$ cat config.mk
export PLATFORM = sky130hd
export DESIGN_NAME = lc2k_regfile
export DESIGN_NICKNAME = d
export VERILOG_FILES = /design/src/lc2k_pkg.sv /design/src/lc2k_ram.sv /design/src/lc2k_regfile.sv
export SDC_FILE = /design/constraint.sdc
export NUM_CORES = 1
export LEC_CHECK = 0
export BUFFER_PORTS_ARGS = -buffer_cell sky130_fd_sc_hd__buf_2
export CORE_MARGIN = 1
export CORE_UTILIZATION = 40
export DETAILED_ROUTE_END_ITERATION = 7
export SETUP_SLACK_MARGIN = 0.3
export SYNTH_ARGS = -nofsm -noshare
export SYNTH_HDL_FRONTEND = slang
export SYNTH_HIERARCHICAL = 1
export SYNTH_SLANG_ARGS = --single-unit
$ cat constraint.sdc
create_clock -name clk -period 3.3 [get_ports clk]
set_input_delay 0 -clock clk [delete_from_list [all_inputs] [get_ports clk]]
set_output_delay 0 -clock clk [all_outputs]
set_load 0.02 [all_outputs]
$ cat src/lc2k_pkg.sv
// Shared constants, opcodes and types for the LC-2K instruction step unit.
// Used by the step unit and the register file; depends on nothing.
package lc2k_pkg;

  localparam int XLEN      = 32;
  localparam int MEM_WORDS = 65536;
  localparam int MEM_AW    = $clog2(MEM_WORDS);
  localparam int REG_COUNT = 8;
  localparam int REG_AW    = $clog2(REG_COUNT);
  localparam int PC_W      = 16;
  localparam int IN_W      = 48;
  localparam int OUT_W     = 136;

  typedef enum logic [2:0] {
    OP_ADD  = 3'd0,
    OP_NOR  = 3'd1,
    OP_LW   = 3'd2,
    OP_SW   = 3'd3,
    OP_BEQ  = 3'd4,
    OP_JALR = 3'd5,
    OP_HALT = 3'd6,
    OP_NOOP = 3'd7
  } opcode_t;

  // Register file write request
  typedef struct packed {
    logic              en;
    logic [REG_AW-1:0] idx;
    logic [XLEN-1:0]   data;
  } rf_wr_t;

endpackage

$ cat src/lc2k_ram.sv
// Generic single-write, single-read synchronous RAM with registered read data.
// Stand-alone; no package dependency.
module lc2k_ram #(
  parameter int WIDTH = 32,
  parameter int DEPTH = 256
) (
  input  logic                     clk,
  input  logic                     wr_en,
  input  logic [$clog2(DEPTH)-1:0] wr_addr,
  input  logic [WIDTH-1:0]         wr_data,
  input  logic                     rd_en,
  input  logic [$clog2(DEPTH)-1:0] rd_addr,
  output logic [WIDTH-1:0]         rd_data
);

  logic [WIDTH-1:0] mem [DEPTH];

  always_ff @(posedge clk) begin
    if (wr_en) begin
      mem[wr_addr] <= wr_data;
    end
    if (rd_en) begin
      rd_data <= mem[rd_addr];
    end
  end

endmodule

$ cat src/lc2k_regfile.sv
// Eight-entry register file: two RAM copies give two read ports, and per-entry
// valid bits make unwritten registers read as zero. Depends on lc2k_pkg, lc2k_ram.
module lc2k_regfile (
  input  logic                          clk,
  input  logic                          rst,
  input  lc2k_pkg::rf_wr_t              wr,
  input  logic                          rd_en,
  input  logic [lc2k_pkg::REG_AW-1:0]   rd_idx_a,
  input  logic [lc2k_pkg::REG_AW-1:0]   rd_idx_b,
  output logic [lc2k_pkg::XLEN-1:0]     rd_data_a,
  output logic [lc2k_pkg::XLEN-1:0]     rd_data_b
);

  logic [lc2k_pkg::REG_COUNT-1:0] valid;
  logic                           ok_a;
  logic                           ok_b;
  logic [lc2k_pkg::XLEN-1:0]      raw_a;
  logic [lc2k_pkg::XLEN-1:0]      raw_b;

  lc2k_ram #(.WIDTH(lc2k_pkg::XLEN), .DEPTH(lc2k_pkg::REG_COUNT)) u_bank_a (
    .clk     (clk),
    .wr_en   (wr.en),
    .wr_addr (wr.idx),
    .wr_data (wr.data),
    .rd_en   (rd_en),
    .rd_addr (rd_idx_a),
    .rd_data (raw_a)
  );

  lc2k_ram #(.WIDTH(lc2k_pkg::XLEN), .DEPTH(lc2k_pkg::REG_COUNT)) u_bank_b (
    .clk     (clk),
    .wr_en   (wr.en),
    .wr_addr (wr.idx),
    .wr_data (wr.data),
    .rd_en   (rd_en),
    .rd_addr (rd_idx_b),
    .rd_data (raw_b)
  );

  always_ff @(posedge clk) begin
    if (rst) begin
      valid <= '0;
      ok_a  <= 1'b0;
      ok_b  <= 1'b0;
    end else begin
      if (wr.en) begin
        valid[wr.idx] <= 1'b1;
      end
      if (rd_en) begin
        ok_a <= valid[rd_idx_a];
        ok_b <= valid[rd_idx_b];
      end
    end
  end

  // Never-written registers read as zero
  assign rd_data_a = ok_a ? raw_a : '0;
  assign rd_data_b = ok_b ? raw_b : '0;

endmodule

==> impl_metrics.json <==
{
  "dr_total_vias": 10140,
  "drt_pass1_iterations": 5,
  "tightest_slew_ps": 961.3,
  "clk_path_buf_depth": 3,
  "areaGrowthSynthToFinish_pct": 17.63,
  "antenna_found_initial": 0,
  "path_max_fanout": 33,
  "synth_fp_nets": 992,
  "synth_cells": 947,
  "numCtsBuffers": 57,
  "wl_per_cell_um": 23.84,
  "rows": 86,
  "cp-end-kind": "output pin",
  "ios": 109,
  "grt_pass1_wl_um": 68450,
  "maxCapViolations": 0,
  "cts_tree": "yes",
  "final_hold_viol_count": 0,
  "die_w_um": 239.0,
  "synth-seq-cells": 586,
  "relSlewSlack_pct": 35.91,
  "hold_depth": 4,
  "place.gp.congestion": 0.7351,
  "critPathRequiredTime_ps": 3300,
  "setup_viol": 0,
  "grt_setup_unrepaired": "no",
  "post_cts_resized": 0,
  "worstSetupPathType": "reg -> out",
  "fin_nets": 1187,
  "status": "finished, final reports clean",
  "die_h_um": 239.0,
  "synth_warnings": 6,
  "grt_max_degree": 40,
  "yosysSeqAreaShare_pct": 77.86,
  "core_mm2": 0.05531,
  "final.setup.worst_slack_ps": 1319,
  "critPathLaunchType": "register",
  "layout-drive-gt1-share_pct": 30.19,
  "synth.distinct_cells": 20,
  "vdd_drop_max_mv": 0.4246,
  "cts_root_buf": "clkbuf_16",
  "leakage_nw": 8.905,
  "tns_ps": 0,
  "hold_class": "in -> reg",
  "routed_via_density": 5.235,
  "drc": 0,
  "min_period_ps": 1981,
  "grt_pass1_vias": 10600,
  "grt-ovfl-total": 0,
  "synth_area_leader_cell": "edfxtp_1",
  "htree_levels": 2,
  "hpwl_um": 25050,
  "nFillCells": 4560,
  "cts_sinks": 586,
  "drt_iter0_drc": 870,
  "clk-insertion-delay-late_ps": 610,
  "start_util_pct": 40.63,
  "io_buffer_count": 108,
  "min_period_over_period_pct": 60.03,
  "post-place-ws_ps": 1161,
  "synth_top_area_share_pct": 76.97,
  "final-max-slew-violation-count": 0,
  "reg2reg_depth": 2,
  "syn_area_mm2": 0.02247,
  "routed_wl_um": 46190,
  "path_clk_slew_ps": 60,
  "synth.avg_cell_area_um2": 23.73,
  "n_antenna_cell": 0,
  "track_usage_pct": 16.51,
  "synth_area_leaders": "edfxtp_1, mux4_1, mux4_2",
  "p_per_area_mw_per_mm2": 608.9,
  "arrival_ps": 1980,
  "fmax_ghz": 0.5048,
  "dieArea_mm2": 0.05713,
  "fin_skew_ps": 18.87,
  "drtAntennaViolNets": 0
}
[repair_timing]
action | 4_1_cts | 5_1_grt
endpoints found under the setup margin | 0 | 0
hold endpoints to repair | 550 | 0
buffers inserted | 0 | 0
hold buffers | 43 | 0
[sequential cells by signal, summed over array words and instances (netlist names)]
signal / flops
ok_a: 1
ok_b: 1
u_bank_a/mem: 256
u_bank_a/rd_data: 32
u_bank_b/mem: 256
u_bank_b/rd_data: 32
valid: 8
[Yosys cell counts]
cell type / number
nor2b_1: 3
nor3_1: 4
mux2i_1: 8
nand2_1: 4
mux2_2: 64
clkbuf_1: 9
a41oi_1: 1
and2_1: 64
edfxtp_1: 576
nor2_1: 23
buf_6: 16
buf_1: 8
a31oi_1: 4
a21oi_1: 3
mux4_1: 80
nand2b_1: 6
a211oi_1: 2
dfxtp_1: 10
buf_2: 12
mux4_2: 50
[layout by cell type, fill, tap and decap left out]
master and count:
edfxtp_1 576, buf_2 105, mux4_1 80, and2_1 64, mux2_2 64, clkbuf_16 57, mux4_2 50, dlygate4sd3_1 43
buf_4 28, clkinv_2 12, nor2_4 12, nor2_1 11, bufinv_16 9, dfxtp_1 9, mux2i_1 8, clkbuf_1 8
clkinv_1 8, nand2b_1 6, buf_12 5, a31oi_1 4, clkbuf_8 4, nand2_1 4, nor3_2 4, nor2b_1 3
a21oi_1 3, clkinvlp_4 3, a211oi_1 2, clkinv_8 2, clkinv_4 2, a41oi_1 1, inv_6 1, dfxtp_2 1
[area by class of cell]
type | count | area, um2 | share of cell area [%]
Clock buffer | 69 | 1511 | 5.718
Timing Repair Buffer | 181 | 1266 | 4.790
Clock inverter | 37 | 441.7 | 1.671
Tap cell | 748 | 935.9 | 3.540
Multi-Input combinational cell | 316 | 4781 | 18.09
Sequential cell | 586 | 17500 | 66.19
[through the flow]
step / hold WS (ps) / instance area (um2) / total power [mW] / std cells / util (%)
after CTS: 152.0 / 26430 / 16.29 / 1937 / 47.79
after floorplan: 95.61 / 22470 / 9.191 / 947 / -
final: 181.2 / 26430 / 16.10 / 1937 / 47.79
after detailed placement: 329.9 / 24050 / 9.558 / 1788 / 43.48
after global placement: 318.1 / 24050 / 9.532 / 1788 / 43.48
after global routing: 186.5 / 26430 / 16.63 / 1937 / 47.79
[critical path: stages, from the launching register on]
cell	delay (ps)
dfxtp_2	930
and2_1	260
buf_2	170
[layer usage]
layer / GRT usage [%] / routed length (um)
met2: 25.07 / 21130
met3: 3.083 / 2541
met5: 0 / 0
met1: 24.48 / 21730
met4: 4.448 / 787
[worst paths after layout]
check,startpoint,to,slack [ps]
max,ok_a,rd_data_a[26],1320
min,rd_idx_b[2],ok_b,180
max reg2reg,u_bank_b/mem[0][17],u_bank_b/rd_data[17],1810
min reg2reg,valid[0],valid[0],520
[power breakdown]
part	switching, mW	total (mW)	leakage, nW	internal, mW
logic	0.483	0.863	2.59	0.381
registers	0.0748	8.56	5.36	8.49
clock network	2.70	6.67	0.954	3.97
total	3.26	16.1	8.91	12.8
[cells by family after synthesis]
family | share of synthesized area, %
AO/OA/AOI/OAI | 0.2839
buffers and inverters | 1.353
flip-flops | 77.86
multiplexers | 17.93
AND/OR/NAND/NOR | 2.572
Note: power is estimated with default switching activity, not from simulation.
